===== src/hdl/ercu_pkg.sv =====
// shared types, register codes and helper functions for the entropy
// estimate and reseed control unit; no dependencies
package ercu_pkg;

  localparam int ADDR_W = 4;
  localparam int DATA_W = 32;

  localparam logic [1:0] REG_ACTIVE    = 2'd0;
  localparam logic [1:0] REG_FAST_THR  = 2'd1;
  localparam logic [1:0] REG_SLOW_THR  = 2'd2;
  localparam logic [1:0] REG_SLOW_NEED = 2'd3;

  localparam logic [1:0] EV_NONE = 2'd0;
  localparam logic [1:0] EV_FAST = 2'd1;
  localparam logic [1:0] EV_SLOW = 2'd2;

  localparam logic [4:0]  RST_ACTIVE    = 5'd0;
  localparam logic [11:0] RST_FAST_THR  = 12'd100;
  localparam logic [10:0] RST_SLOW_THR  = 11'd160;
  localparam logic [4:0]  RST_SLOW_NEED = 5'd2;

  localparam logic [5:0]  CREDIT_CAP = 6'd32;
  localparam logic [15:0] SAT_MAX    = 16'hFFFF;

  typedef struct packed {
    logic [4:0]  active_sources;
    logic [11:0] fast_threshold;
    logic [10:0] slow_threshold;
    logic [4:0]  slow_sources_needed;
  } cfg_t;

  typedef struct packed {
    logic take;
    logic delta1;
    logic delta2;
    logic delta3;
    logic score;
    logic pool;
    logic walk_init;
    logic walk;
    logic decide;
    logic load_out;
  } cmd_t;

  typedef struct packed {
    logic refuse;
    logic to_fast;
    logic slow_check;
    logic walk_done;
  } sts_t;

  function automatic logic [31:0] abs32(input logic [31:0] x);
    return x[31] ? 32'(32'd0 - x) : x;
  endfunction

  // index of the highest set bit, zero for zero
  function automatic logic [3:0] log2_est(input logic [11:0] x);
    logic [3:0] r;
    r = 4'd0;
    for (int i = 1; i < 12; i++) begin
      if (x[i]) r = 4'(i);
    end
    return r;
  endfunction

  function automatic logic [15:0] sat16(input logic [15:0] a, input logic [5:0] b);
    logic [16:0] s;
    s = {1'b0, a} + {11'd0, b};
    return s[16] ? SAT_MAX : s[15:0];
  endfunction

endpackage


===== src/hdl/entropy_estimate_reseed_control_unit.sv =====
// top level of the entropy estimate and reseed control unit
// depends on ercu_pkg, ercu_regs, ercu_ctrl, ercu_dp
//
// Scores one entropy sample at a time with a per-source third-order delta
// estimator, credits it to the fast or slow pool in turn and reports a fast
// or slow reseed. An accepted sample passes the history read, the three
// delta steps, score and pool before its result loads; a refused one goes
// straight to the result load. A slow-pool sample that reaches the slow
// level adds a walk over the source contribution memory, one read per
// cycle through its single read port, before the decide step. A stalled
// result keeps the sequencer waiting until the output register frees.
// The next sample is taken as soon as the sequencer is back in idle, while
// the previous result may still sit in the output register.
module entropy_estimate_reseed_control_unit #(
  parameter int MAX_SOURCES = 16
) (
  input  logic                        clk,
  input  logic                        rst,
  input  logic                        in_valid,
  output logic                        in_ready,
  input  logic [3:0]                  source_number,
  input  logic signed [63:0]          sample_value,
  input  logic [6:0]                  claimed_bits,
  output logic                        out_valid,
  input  logic                        out_ready,
  output logic                        accepted,
  output logic [5:0]                  credited_bits,
  output logic                        to_fast_pool,
  output logic [1:0]                  reseed_event,
  input  logic                        psel,
  input  logic                        penable,
  input  logic                        pwrite,
  input  logic [ercu_pkg::ADDR_W-1:0] paddr,
  input  logic [ercu_pkg::DATA_W-1:0] pwdata,
  output logic [ercu_pkg::DATA_W-1:0] prdata,
  output logic                        pready
);
  import ercu_pkg::*;

  cfg_t cfg;
  cmd_t cmd;
  sts_t sts;

  ercu_regs u_regs (
    .clk     (clk),
    .rst     (rst),
    .psel    (psel),
    .penable (penable),
    .pwrite  (pwrite),
    .paddr   (paddr),
    .pwdata  (pwdata),
    .prdata  (prdata),
    .pready  (pready),
    .cfg     (cfg)
  );

  ercu_ctrl u_ctrl (
    .clk       (clk),
    .rst       (rst),
    .in_valid  (in_valid),
    .in_ready  (in_ready),
    .out_valid (out_valid),
    .out_ready (out_ready),
    .sts       (sts),
    .cmd       (cmd)
  );

  ercu_dp #(.MAX_SOURCES(MAX_SOURCES)) u_dp (
    .clk           (clk),
    .rst           (rst),
    .cfg           (cfg),
    .cmd           (cmd),
    .sts           (sts),
    .source_number (source_number),
    .sample_value  (sample_value),
    .claimed_bits  (claimed_bits),
    .accepted      (accepted),
    .credited_bits (credited_bits),
    .to_fast_pool  (to_fast_pool),
    .reseed_event  (reseed_event)
  );

  a_busy_after_take: assert property (@(posedge clk) disable iff (rst)
    in_valid && in_ready |=> !in_ready)
    else $error("input taken while a beat is in flight");

  a_refused_clean: assert property (@(posedge clk) disable iff (rst)
    out_valid && !accepted |-> credited_bits == 6'd0 && reseed_event == EV_NONE
      && !to_fast_pool)
    else $error("refused beat carries credit or event");

  a_slow_on_slow_pool: assert property (@(posedge clk) disable iff (rst)
    out_valid && reseed_event == EV_SLOW |-> accepted && !to_fast_pool)
    else $error("slow reseed on a fast pool beat");

  a_fast_on_fast_pool: assert property (@(posedge clk) disable iff (rst)
    out_valid && reseed_event == EV_FAST |-> accepted && to_fast_pool)
    else $error("fast reseed on a slow pool beat");

  a_credit_range: assert property (@(posedge clk) disable iff (rst)
    out_valid |-> credited_bits <= 6'd11)
    else $error("credit above estimator range");

endmodule


===== src/hdl/ercu_ram.sv =====
// generic simple dual-port ram, one write and one registered read port
// no dependencies
module ercu_ram #(
  parameter int WIDTH = 32,
  parameter int DEPTH = 16
) (
  input  logic                                     clk,
  input  logic                                     we,
  input  logic [((DEPTH > 1) ? $clog2(DEPTH) : 1)-1:0] waddr,
  input  logic [WIDTH-1:0]                         wdata,
  input  logic [((DEPTH > 1) ? $clog2(DEPTH) : 1)-1:0] raddr,
  output logic [WIDTH-1:0]                         rdata
);

  logic [WIDTH-1:0] mem [DEPTH];

  always_ff @(posedge clk) begin
    if (we) begin
      mem[waddr] <= wdata;
    end
    rdata <= mem[raddr];
  end

endmodule


===== src/hdl/ercu_regs.sv =====
// apb configuration registers of the reseed control unit
// depends on ercu_pkg
module ercu_regs (
  input  logic                          clk,
  input  logic                          rst,
  input  logic                          psel,
  input  logic                          penable,
  input  logic                          pwrite,
  input  logic [ercu_pkg::ADDR_W-1:0]   paddr,
  input  logic [ercu_pkg::DATA_W-1:0]   pwdata,
  output logic [ercu_pkg::DATA_W-1:0]   prdata,
  output logic                          pready,
  output ercu_pkg::cfg_t                cfg
);
  import ercu_pkg::*;

  logic       wr;
  logic [1:0] reg_sel;

  assign pready  = 1'b1;
  assign wr      = psel & penable & pwrite & pready;
  assign reg_sel = paddr[3:2];

  always_ff @(posedge clk) begin
    if (rst) begin
      cfg.active_sources      <= RST_ACTIVE;
      cfg.fast_threshold      <= RST_FAST_THR;
      cfg.slow_threshold      <= RST_SLOW_THR;
      cfg.slow_sources_needed <= RST_SLOW_NEED;
    end else if (wr) begin
      case (reg_sel)
        REG_ACTIVE:    cfg.active_sources      <= pwdata[4:0];
        REG_FAST_THR:  cfg.fast_threshold      <= pwdata[11:0];
        REG_SLOW_THR:  cfg.slow_threshold      <= pwdata[10:0];
        REG_SLOW_NEED: cfg.slow_sources_needed <= pwdata[4:0];
        default: ;
      endcase
    end
  end

  always_comb begin
    case (reg_sel)
      REG_ACTIVE:    prdata = {27'd0, cfg.active_sources};
      REG_FAST_THR:  prdata = {20'd0, cfg.fast_threshold};
      REG_SLOW_THR:  prdata = {21'd0, cfg.slow_threshold};
      REG_SLOW_NEED: prdata = {27'd0, cfg.slow_sources_needed};
      default:       prdata = '0;
    endcase
  end

endmodule


===== src/hdl/ercu_ctrl.sv =====
// sequencing state machine of the reseed control unit
// depends on ercu_pkg
module ercu_ctrl (
  input  logic           clk,
  input  logic           rst,
  input  logic           in_valid,
  output logic           in_ready,
  output logic           out_valid,
  input  logic           out_ready,
  input  ercu_pkg::sts_t sts,
  output ercu_pkg::cmd_t cmd
);
  import ercu_pkg::*;

  localparam logic [3:0] ST_IDLE   = 4'd0;
  localparam logic [3:0] ST_HREAD  = 4'd1;
  localparam logic [3:0] ST_DELTA1 = 4'd2;
  localparam logic [3:0] ST_DELTA2 = 4'd3;
  localparam logic [3:0] ST_DELTA3 = 4'd4;
  localparam logic [3:0] ST_SCORE  = 4'd5;
  localparam logic [3:0] ST_POOL   = 4'd6;
  localparam logic [3:0] ST_WALK   = 4'd7;
  localparam logic [3:0] ST_DECIDE = 4'd8;
  localparam logic [3:0] ST_DONE   = 4'd9;

  logic [3:0] state;
  logic [3:0] state_next;

  assign in_ready = (state == ST_IDLE);

  always_comb begin
    cmd        = '0;
    state_next = state;
    case (state)
      ST_IDLE: begin
        if (in_valid) begin
          cmd.take   = 1'b1;
          state_next = sts.refuse ? ST_DONE : ST_HREAD;
        end
      end
      ST_HREAD: state_next = ST_DELTA1;
      ST_DELTA1: begin
        cmd.delta1 = 1'b1;
        state_next = ST_DELTA2;
      end
      ST_DELTA2: begin
        cmd.delta2 = 1'b1;
        state_next = ST_DELTA3;
      end
      ST_DELTA3: begin
        cmd.delta3 = 1'b1;
        state_next = ST_SCORE;
      end
      ST_SCORE: begin
        cmd.score  = 1'b1;
        state_next = ST_POOL;
      end
      ST_POOL: begin
        cmd.pool = 1'b1;
        if (!sts.to_fast && sts.slow_check) begin
          cmd.walk_init = 1'b1;
          state_next    = ST_WALK;
        end else begin
          state_next = ST_DONE;
        end
      end
      ST_WALK: begin
        cmd.walk = 1'b1;
        if (sts.walk_done) state_next = ST_DECIDE;
      end
      ST_DECIDE: begin
        cmd.decide = 1'b1;
        state_next = ST_DONE;
      end
      ST_DONE: begin
        if (!out_valid || out_ready) begin
          cmd.load_out = 1'b1;
          state_next   = ST_IDLE;
        end
      end
      default: state_next = ST_IDLE;
    endcase
  end

  always_ff @(posedge clk) begin
    if (rst) begin
      state     <= ST_IDLE;
      out_valid <= 1'b0;
    end else begin
      state <= state_next;
      if (cmd.load_out) begin
        out_valid <= 1'b1;
      end else if (out_ready) begin
        out_valid <= 1'b0;
      end
    end
  end

endmodule


===== src/hdl/ercu_dp.sv =====
// datapath of the reseed control unit: delta estimator, pools, source walk
// depends on ercu_pkg and ercu_ram
module ercu_dp #(
  parameter int MAX_SOURCES = 16
) (
  input  logic                clk,
  input  logic                rst,
  input  ercu_pkg::cfg_t      cfg,
  input  ercu_pkg::cmd_t      cmd,
  output ercu_pkg::sts_t      sts,
  input  logic [3:0]          source_number,
  input  logic signed [63:0]  sample_value,
  input  logic [6:0]          claimed_bits,
  output logic                accepted,
  output logic [5:0]          credited_bits,
  output logic                to_fast_pool,
  output logic [1:0]          reseed_event
);
  import ercu_pkg::*;

  localparam int IW = (MAX_SOURCES > 1) ? $clog2(MAX_SOURCES) : 1;
  localparam int KW = (IW + 1 > 5) ? IW + 1 : 5;
  localparam int HW = 96;
  localparam logic [KW-1:0] MAX_K = KW'(MAX_SOURCES);

  logic [KW-1:0] active_ext;
  logic [KW-1:0] n_act;

  logic [3:0]    s_q;
  logic [IW-1:0] s_idx;
  logic [31:0]   v_q;
  logic [6:0]    claim_q;
  logic          refused_q;

  logic [HW-1:0] hist_rd;
  logic [HW-1:0] hist_wd;
  logic [15:0]   contrib_rd;
  logic [IW-1:0] contrib_raddr;
  logic [MAX_SOURCES-1:0] hist_valid;
  logic [MAX_SOURCES-1:0] contrib_valid;
  logic          hv;

  logic [31:0] d1_q, d2_q, pd_q, psd_q, d3;
  logic [31:0] a1_q, a2_q, a3_q, m;
  logic [15:0] contrib_q;
  logic [3:0]  est;
  logic [6:0]  cmin;
  logic [5:0]  credit_q;

  logic [15:0] fast_acc, slow_acc;
  logic [15:0] fast_new, slow_new, contrib_new;
  logic        sel_fast;
  logic        tofast_q;
  logic [1:0]  ev_q;

  logic [KW-1:0] k;
  logic          pend;
  logic [IW-1:0] pidx;
  logic [4:0]    qual;
  logic          qual_ok;

  assign active_ext = KW'(cfg.active_sources);
  assign n_act      = (active_ext > MAX_K) ? MAX_K : active_ext;
  assign s_idx      = IW'(s_q);

  assign sts.refuse     = KW'(source_number) >= n_act;
  assign sts.to_fast    = sel_fast;
  assign sts.slow_check = slow_new >= {4'd0, cfg.slow_threshold, 1'b0};
  assign sts.walk_done  = (k == n_act) && !pend;

  // history layout: low word of last value, last delta, last second delta
  assign hist_wd       = {v_q, d1_q, d2_q};
  assign contrib_raddr = cmd.walk ? k[IW-1:0] : s_idx;

  ercu_ram #(.WIDTH(HW), .DEPTH(MAX_SOURCES)) u_hist_ram (
    .clk   (clk),
    .we    (cmd.delta3),
    .waddr (s_idx),
    .wdata (hist_wd),
    .raddr (s_idx),
    .rdata (hist_rd)
  );

  ercu_ram #(.WIDTH(16), .DEPTH(MAX_SOURCES)) u_contrib_ram (
    .clk   (clk),
    .we    (cmd.pool && !sel_fast),
    .waddr (s_idx),
    .wdata (contrib_new),
    .raddr (contrib_raddr),
    .rdata (contrib_rd)
  );

  assign hv = hist_valid[s_idx];
  assign d3 = d2_q - psd_q;

  always_comb begin
    m = a1_q;
    if ($signed(a2_q) < $signed(m)) m = a2_q;
    if ($signed(a3_q) < $signed(m)) m = a3_q;
  end

  assign est  = log2_est(m[12:1]);
  assign cmin = (claim_q < {3'd0, est}) ? claim_q : {3'd0, est};

  assign fast_new    = sat16(fast_acc, credit_q);
  assign slow_new    = sat16(slow_acc, credit_q);
  assign contrib_new = sat16(contrib_q, credit_q);
  assign qual_ok     = qual >= cfg.slow_sources_needed;

  // sample capture, estimator pipeline and result output registers
  always_ff @(posedge clk) begin
    if (cmd.take) begin
      s_q       <= source_number;
      v_q       <= sample_value[31:0];
      claim_q   <= claimed_bits;
      refused_q <= sts.refuse;
    end
    if (cmd.delta1) begin
      d1_q      <= v_q - (hv ? hist_rd[95:64] : 32'd0);
      pd_q      <= hv ? hist_rd[63:32] : 32'd0;
      psd_q     <= hv ? hist_rd[31:0] : 32'd0;
      contrib_q <= contrib_valid[s_idx] ? contrib_rd : 16'd0;
    end
    if (cmd.delta2) begin
      d2_q <= d1_q - pd_q;
    end
    if (cmd.delta3) begin
      a1_q <= abs32(d1_q);
      a2_q <= abs32(d2_q);
      a3_q <= abs32(d3);
    end
    if (cmd.score) begin
      credit_q <= (cmin > {1'b0, CREDIT_CAP}) ? CREDIT_CAP : cmin[5:0];
    end
    if (cmd.load_out) begin
      accepted      <= !refused_q;
      credited_bits <= refused_q ? 6'd0 : credit_q;
      to_fast_pool  <= refused_q ? 1'b0 : tofast_q;
      reseed_event  <= refused_q ? EV_NONE : ev_q;
    end
  end

  // pools, valid bits and reseed event
  always_ff @(posedge clk) begin
    if (rst) begin
      fast_acc      <= '0;
      slow_acc      <= '0;
      sel_fast      <= 1'b1;
      tofast_q      <= 1'b0;
      ev_q          <= EV_NONE;
      hist_valid    <= '0;
      contrib_valid <= '0;
    end else begin
      if (cmd.take) begin
        ev_q <= EV_NONE;
      end
      if (cmd.delta3) begin
        hist_valid[s_idx] <= 1'b1;
      end
      if (cmd.pool) begin
        tofast_q <= sel_fast;
        sel_fast <= !sel_fast;
        if (sel_fast) begin
          if (fast_new >= {4'd0, cfg.fast_threshold}) begin
            fast_acc <= '0;
            ev_q     <= EV_FAST;
          end else begin
            fast_acc <= fast_new;
          end
        end else begin
          slow_acc             <= slow_new;
          contrib_valid[s_idx] <= 1'b1;
        end
      end
      if (cmd.decide && qual_ok) begin
        slow_acc <= '0;
        fast_acc <= '0;
        ev_q     <= EV_SLOW;
        for (int i = 0; i < MAX_SOURCES; i++) begin
          if (KW'(i) < n_act) contrib_valid[i] <= 1'b0;
        end
      end
    end
  end

  // walk over source contributions, one read per cycle
  always_ff @(posedge clk) begin
    if (rst) begin
      k    <= '0;
      pend <= 1'b0;
      pidx <= '0;
      qual <= '0;
    end else if (cmd.walk_init) begin
      k    <= '0;
      pend <= 1'b0;
      qual <= '0;
    end else if (cmd.walk) begin
      if (k < n_act) begin
        k    <= KW'(k + 1'b1);
        pend <= 1'b1;
        pidx <= k[IW-1:0];
      end else begin
        pend <= 1'b0;
      end
      if (pend && contrib_valid[pidx] && (contrib_rd > {5'd0, cfg.slow_threshold})) begin
        qual <= 5'(qual + 1'b1);
      end
    end
  end

endmodule

===== config.mk =====
export PLATFORM = sky130hd
export DESIGN_NAME = entropy_estimate_reseed_control_unit
export DESIGN_NICKNAME = d
export VERILOG_FILES = /design/src/hdl/ercu_pkg.sv /design/src/hdl/entropy_estimate_reseed_control_unit.sv /design/src/hdl/ercu_ram.sv /design/src/hdl/ercu_regs.sv /design/src/hdl/ercu_ctrl.sv /design/src/hdl/ercu_dp.sv
export SDC_FILE = /design/constraint.sdc
export NUM_CORES = 2
export LEC_CHECK = 0
export BUFFER_PORTS_ARGS = -buffer_cell sky130_fd_sc_hd__buf_2
export CORE_UTILIZATION = 63
export CTS_BUF_LIST = sky130_fd_sc_hd__clkbuf_16
export CTS_CLUSTER_DIAMETER = 100
export DETAILED_ROUTE_END_ITERATION = 16
export HOLD_SLACK_MARGIN = 0.1
export PLACE_DENSITY = 0.8
export SLEW_MARGIN = 0
export SYNTH_ARGS = -nofsm -noshare
export SYNTH_HDL_FRONTEND = slang
export SYNTH_SLANG_ARGS = --single-unit
export TNS_END_PERCENT = 20

===== constraint.sdc =====
create_clock -name clk -period 18.9 [get_ports clk]
set_clock_uncertainty 0.15 [all_clocks]
set_input_delay 1.89 -clock clk [delete_from_list [all_inputs] [get_ports clk]]
set_output_delay 1.89 -clock clk [all_outputs]
set_load 0.01 [all_outputs]

### After elaboration in Yosys (flattened, before gate mapping)

Memories as Yosys holds them, arrays and structs flattened. A register that Yosys moved wholly into a read port is not among the register bits.
Cells that the tools add are included.

* word-level logic and storage cells: 212
* flip-flop bits (word level): 421
* memories kept: 2
* input bits: 118
* RAM bits: 1792
* output and inout bits: 45
* bits in latches: 0
* bits in read-only memories: 0

Memory list
* u_dp.u_hist_ram.mem: words 16, width 96, rd ports 1, clocked after memory_dff 1, write ports 1, RTL line ercu_ram.sv:15 `logic [WIDTH-1:0] mem [DEPTH];`
* u_dp.u_contrib_ram.mem: words 16, width 16, rd ports 1, clocked after memory_dff 1, write ports 1, RTL line ercu_ram.sv:15

* reductions and logical operators: 27
* muxes and demuxes: 82
* equality and inequality tests: 16
* $lt $le $gt $ge: 30
* add/sub/neg operators: 11
* bitwise gates (word level): 6
* div/mod/pow operators: 0
* multiply operators: 0
* shifts and indexed selects: 0

Operator list (number)
* $pmux 32 s4: 1
* $mux 16: 7
* $sub 1x32->32 const A: 3
* $sub 32x32->32: 3
* $mux 31: 3
* $lt 32x32->1: 2
* $mux 32: 2
* $add 16x6->17: 3
* $lt 4x5->1 const A: 8
* $mux 4: 10
* $pmux 4 s10: 1
* $mux 1: 39
* $ge 16x12->1: 2
* $or 16x16->16: 2
* $lt 3x5->1 const A: 4
* $eq 4x3->1 const B: 4
* $gt 16x11->1: 1
* $mux 2: 8
* $reduce_and 2->1: 8
* $mux 13: 1
* $bmux 1 s4: 3
* $mux 3: 4
* $add 5x1->5 const B: 2
* $lt 1x5->1 const A: 2
* 30 further kinds: 49

### Depth between registers and ports, before layout

* word-level depth: 18
* gate-level depth with buffers: 29
* gate-level depth less buffers: 26

### Cells and area by module

A second synthesis with hierarchy kept.

* cell total of the unflattened synthesis: 5572
* area total of the unflattened synthesis: 96237.3 µm²

By module, submodules not included
* ercu_ram at u_dp.u_hist_ram: area each 59358.2 µm², cells each 2460, times used 1, sequential area each 48046.1 µm²
* ercu_dp: area each 24604.8 µm², cells each 2456, times used 1, sequential area each 10670.2 µm²
* ercu_ram at u_dp.u_contrib_ram: area each 10043.4 µm², cells each 432, times used 1, sequential area each 8007.7 µm²
* ercu_regs: area each 1779.2 µm², cells each 169, times used 1, sequential area each 660.6 µm²
* ercu_ctrl: area each 451.7 µm², cells each 55, times used 1, sequential area each 100.1 µm²

### Least setup slack after synthesis

No wires, ideal clock.

* path kind: reg-to-reg
* start: reg u_ctrl.state[1]
* end: mem u_dp.u_hist_ram.mem[3][0] (netlist name) (enable)
* setup time: 0.669 ns
* stages on the path, launching flop included: 6
* data arrival time: 14.983 ns
* setup slack: 3.097 ns
* cells stage by stage: dfxtp_1 -> clkbuf_1 -> nand2b_1 -> nor3_1 -> nand3_1 -> nor3_1

* word-level cells in the longest chain between the ends: 4

Ends and longest elaborated chain
* start: declaration: RTL line ercu_ctrl.sv:26 `logic [3:0] state;`
* start signal: assignment: RTL line ercu_ctrl.sv:90 `state <= state_next;`
* $eq 4x3->1: RTL line ercu_ctrl.sv:34 `case (state)`
* $mux 1: RTL line ercu_ctrl.sv:34
* $mux 1: RTL line ercu_ram.sv:18 `if (we) begin`
* $mux 1 (implied by the code): RTL line ercu_ram.sv:19 `mem[waddr] <= wdata;`
* end: declaration: RTL line ercu_ram.sv:15

No other way between the ends.

### Final worst setup path

* start: reg u_dp.a2_q[26]
* end: reg u_dp.credit_q[1], data pin

* word-level cells in the longest chain between the ends: 18

Ends and longest elaborated chain
* start: declaration: RTL line ercu_dp.sv:44 `logic [31:0] a1_q, a2_q, a3_q, m;`
* start signal: assignment: RTL line ercu_dp.sv:129 `a2_q <= abs32(d2_q);`
* $lt 32x32->1: RTL line ercu_dp.sv:98 `if ($signed(a2_q) < $signed(m)) m = a2_q;`
* $mux 32 (*): RTL line ercu_dp.sv:98
* $lt 32x32->1: RTL line ercu_dp.sv:99 `if ($signed(a3_q) < $signed(m)) m = a3_q;`
* $mux 13 (*): RTL line ercu_dp.sv:99
* $mux 1: RTL line ercu_pkg.sv:61 `if (x[i]) r = 4'(i);`
* $mux 2 (2 in series): RTL line ercu_pkg.sv:61
* $mux 3 (4 in series): RTL line ercu_pkg.sv:61
* $mux 4 (3 in series): RTL line ercu_pkg.sv:61
* $mux 4 (*): RTL line ercu_pkg.sv:61
* $lt 7x4->1: RTL line ercu_dp.sv:103 `assign cmin = (claim_q < {3'd0, est}) ? claim_q : {3'd0, est};`
* $mux 7 (*): RTL line ercu_dp.sv:103
* $gt 7x6->1: RTL line ercu_dp.sv:133 `credit_q <= (cmin > {1'b0, CREDIT_CAP}) ? CREDIT_CAP : cmin[5:0];`
* end signal: assignment: RTL line ercu_dp.sv:133
* end: declaration: RTL line ercu_dp.sv:48 `logic [5:0] credit_q;`

Every way passes the cells marked *; elsewhere a longest branch is shown, timed or not.
A chain may end at the register's enable or synchronous reset.

==> out/results.env <==
NETLIST-CELL-TYPE-COUNT=83
FINAL_LAYOUT_SIZE_SUFFIX_GT1_FRAC=0.193
SETUP-TNS-FINAL_PS=0
CTS.REPORTEDPATHS.CLKPINSLEW_PS=60
NUMCTSBUFFERS=216
TOTALWIRELENGTH_UM=230000
LEAKAGE_nW=35.7
WORST_EP_REQUIRED_TIME_PS=19410
WORSTSKEWPAIRLATENCY_PS=880
CTSROOTBUFFERMASTER='clkbuf_16'
NUM_VIAS=52600
SYNTH_COMPOUND_GATE_AREA_SHARE=0.0446
DRV_SLEW=9
CHIPHEIGHT_UM=393
HTREE_NUM_LEVELS=4
TIMING.FINAL.HOLD_VIOLATIONS=0
GROUTE.LAYER.MET2.USAGE=0.508
MULTI_INPUT_COMB_AREA_UM2=27200
POSTSYNTH.TOPFLOPCELL='edfxtp_1'
WORST_HOLD_PATH_STAGE_COUNT=2
PERIOD_MINUS_SLACK_PS=7460
CHIP_WIDTH_UM=393
POST-SYNTH-TOP-AREA-CELL='edfxtp_1'
VIOLATIONS_IN_THE_FINAL_REPORTS='max-capacitance violations, max-slew violations'
CTS_SETUP_BUFFERS=0
GRT.BUSIEST_LAYER='met2'
DR.PASS1.ITERS=6
SYNTH-SEQ-AREA-SHARE=0.702
R2R_CELLS=25
GRT_PASS1_WL_UM=339000
CLOCK_SINKS=2325
GR-USAGE-MET1=0.397
CRIT_ARRIVAL_PS=7970
TRACK_USAGE=0.303
CTS.REPAIR.RESIZED=0
HP-CLASS='reg2reg'
FINALSETUPVIOLCOUNT=0
LARGEST_FAMILY_OF_LOGIC_CELLS_BY_SYNTHESIZED_AREA='multiplexers'
DRT_FIRST_ITER_VIOLATIONS=5852
CTS_HOLD_REPAIR.BUFFERS=0
VDD_IR_DROP_MAX_mV=0.123
STATUS='finished with violations'
AREA_OF_THE_DIE_UM2=154000
YOSYS_SYNTHESIS_WARNING_COUNT=0
POST_DRT_WL_PER_CELL_UM=29.3
SYNTH.CELL_AREA_UM2=96100
CORE_UM2=151000
GR-TOTAL-OVERFLOW=0
PROPORTION_OF_SYNTHESIZED_AREA_IN_MUX_CELLS=0.136
INITIAL_CELL_DENSITY_OF_THE_CORE=0.638
CRIT_PATH_END_KIND='flop'
ANTENNA_FOUND_INITIAL=2
IO-PIN-COUNT=163
WHS_PS=322
SYNTH_SEQ_CELLS=2325
MAXCLOCKFREQUENCY_MHz=134
SYNTH_AREA_LEADERS='edfxtp_1 65%, mux4_2 13%, dfxtp_1 4.9%, ha_1 3.0%, xnor2_1 1.3%'
PLACEMENT_ROWS=142
CELL_COUNT_AFTER_PLACEMENT=7449
VIAS_PER_CELL=6.68
GLOBALPLACE.CONGESTION=0.892
PWR_DENSITY_CELL_nW_PER_UM2=112
NETLIST_INSTANCES=5457
RSZ0062_AT_GRT='no'
YOSYS.AREA_SHARE.ADDER=0.0311
WORST-SLEW-PIN-TRANSITION_PS=1510
YOSYS.AREA_SHARE.XOR_XNOR=0.0166
TRITONCTS='built'
USE_MET3=0.0545
PERIOD_UTILIZATION=0.395
AREA.SEQUENTIAL_UM2=67500
GRT_START_MAX_NET_PINS=113
DRC=0
DP_HPWL_UM=120000
ANT_NETS=0
SYNTH.AVG_CELL_AREA_UM2=17.6
FIRST_GLOBAL_VIAS=53300
SYNTH_SIMPLE_GATE_AREA_SHARE=0.0515
TIMING.SETUP.CRITICAL_PATH_CLASS='reg2reg'
WORSTPATHMAXFANOUT=67
SLEW_HEADROOM=-0.00931
MAX_CAP_VIOL_COUNT=1
ASYNC_SET_OR_RESET_FLOP_FRACTION_IN_THE_SYNTHESIZED_NETLIST=0
SETUP.WORST_PATH.START_CLASS='flop'
SYNTHTOLAYOUTAREAGROWTH_PCT=10.8
SYNTHDOMINANTCELLAREASHARE=0.654
FILLERINSTANCES=8949
NUMBER_OF_SYNTHESIZED_FLOPS_WITH_AN_ENABLE_PIN=2092
CLK_PATH_BUF_DEPTH=3
LAYOUT.NETS=6004
FINAL_CELLS=7864
PLACEMENT.IO_BUFFERS=87
-- cells by family (layout without fill, tap and decap cells) --
group | after synthesis | after routing
DFF | 2325 | 2325
and+or+nand+nor | 1021 | 1021
AOI/OAI and AO/OA | 655 | 655
muxes | 599 | 599
buffers and inverters | 438 | 806
adders and majority gates | 235 | 235
xor gates and xnor gates | 182 | 182
other | 2 | 25
-- power by group --
part / leakage, nW / switching [mW] / internal (mW)
Clock: 3.73 / 1.95 / 2.47
Combinational: 11.1 / 0.808 / 0.638
Sequential: 20.8 / 0.183 / 5.90
-- worst paths after layout --
path                                                 start                              to  slack (ps)
worst max-delay path               u_dp.a2_q[26]$_DFFE_PP_  u_dp.credit_q[1]$_SDFFCE_PN0P_       11440
worst min-delay path            u_dp.tofast_q$_SDFFE_PP0N_      u_dp.tofast_q$_SDFFE_PP0N_         320
worst max register to register     u_dp.a2_q[26]$_DFFE_PP_  u_dp.credit_q[1]$_SDFFCE_PN0P_       11440
worst min register to register  u_dp.tofast_q$_SDFFE_PP0N_      u_dp.tofast_q$_SDFFE_PP0N_         320
-- layer usage --
layer	share of wire	wire length (um)	vias to the layer above
li1	-	-	22000
met1	0.36	83900	26800
met2	0.50	116000	3200
met3	0.093	21300	616
met4	0.040	9260	0
met5	0	0	-
-- placed cells by master, fill, tap and decap left out, drive strengths merged, types with 25 or more instances in the layout --
master / Yosys / final
clkbuf: 169 / 216
or3: 25 / 25
a21o: 50 / 50
bufinv: 0 / 27
o31ai: 27 / 27
a211oi: 47 / 47
xnor2: 145 / 145
nor2: 277 / 277
ha: 229 / 229
clkinv: 0 / 112
and2: 111 / 111
nand2: 270 / 270
nand3: 52 / 52
buf: 68 / 192
o21ai: 128 / 128
inv: 201 / 255
a31oi: 33 / 33
mux2i: 32 / 32
o21a: 35 / 35
nand4: 25 / 25
nor2b: 47 / 47
nor3: 78 / 78
a21oi: 184 / 184
nand2b: 39 / 39
mux4: 563 / 563
dfxtp: 233 / 233
edfxtp: 2092 / 2092
xor2: 37 / 37
-- cell usage after synthesis (all sizes together) (5+ instances only) --
master and number:
a2111oi 5, a211o 8, a211oi 47, a21boi 12
a21o 50, a21oi 184, a22o 6, a311oi 11
a31oi 33, and2 111, and3 23, buf 68
clkbuf 169, dfxtp 233, edfxtp 2092, fa 6
ha 229, inv 201, mux2i 32, mux4 563
nand2 270, nand2b 39, nand3 52, nand3b 7
nand4 25, nor2 277, nor2b 47, nor3 78
nor3b 6, nor4 14, o2111a 5, o2111ai 8
o211a 5, o211ai 20, o21a 35, o21ai 128
o21bai 14, o311ai 7, o31ai 27, o41ai 21
or2 17, or3 25, or4 18, xnor2 145
xor2 37
-- flip-flops by register name (all words and copies together) (netlist names), 32 cells and up --
name and count:
u_regs.cfg 33, u_dp.u_hist_ram.mem 1536, u_dp.u_hist_ram.rdata 96, u_dp.a3_q 32
u_dp.a2_q 32, u_dp.psd_q 32, u_dp.v_q 32, u_dp.d2_q 32
u_dp.a1_q 32, u_dp.d1_q 32, u_dp.u_contrib_ram.mem 256, u_dp.pd_q 32
-- metrics by stage --
step / cell area, um2 / util / power [mW] / setup slack [ps]
6_report: 107000 / 0.707 / 11.9 / 11440
2_1_floorplan: 96200 / - / 7.18 / 3100
3_5_place_dp: 99200 / 0.659 / 7.58 / 11650
3_3_place_gp: 99200 / 0.659 / 7.53 / 11720
5_1_grt: 107000 / 0.707 / 12.3 / 11130
4_1_cts: 107000 / 0.707 / 12.0 / 11600
-- area by class of cell --
type,instances,area share
diodes,2,0.0000470
clock buffers,216,0.0508
clock inverters,197,0.0174
inverters,201,0.00708
multi-input cells,2715,0.255
flip-flops and latches,2325,0.634
well taps,2016,0.0237
repair buffers,192,0.0124
-- critical path: stages, from the launching register on --
cell and delay [ps]:
edfxtp_1 410, ha_1 350, a21o_1 160, a21oi_1 190, a2bb2oi_1 430, o21ai_0 450, nand2_2 170, buf_4 540
nor2_1 130, a21oi_1 220, ha_1 310, nand4_1 160, nor2_1 80, a221oi_1 250, o21ai_0 170, a41o_1 240
xor2_1 270, o211ai_1 500, a31oi_1 750, ha_1 380, a21oi_1 220, nand2_1 90, nand3_1 90, nand2_1 70
a21bo_2 270, mux2i_1 210
(Power assumes the default switching activity.)
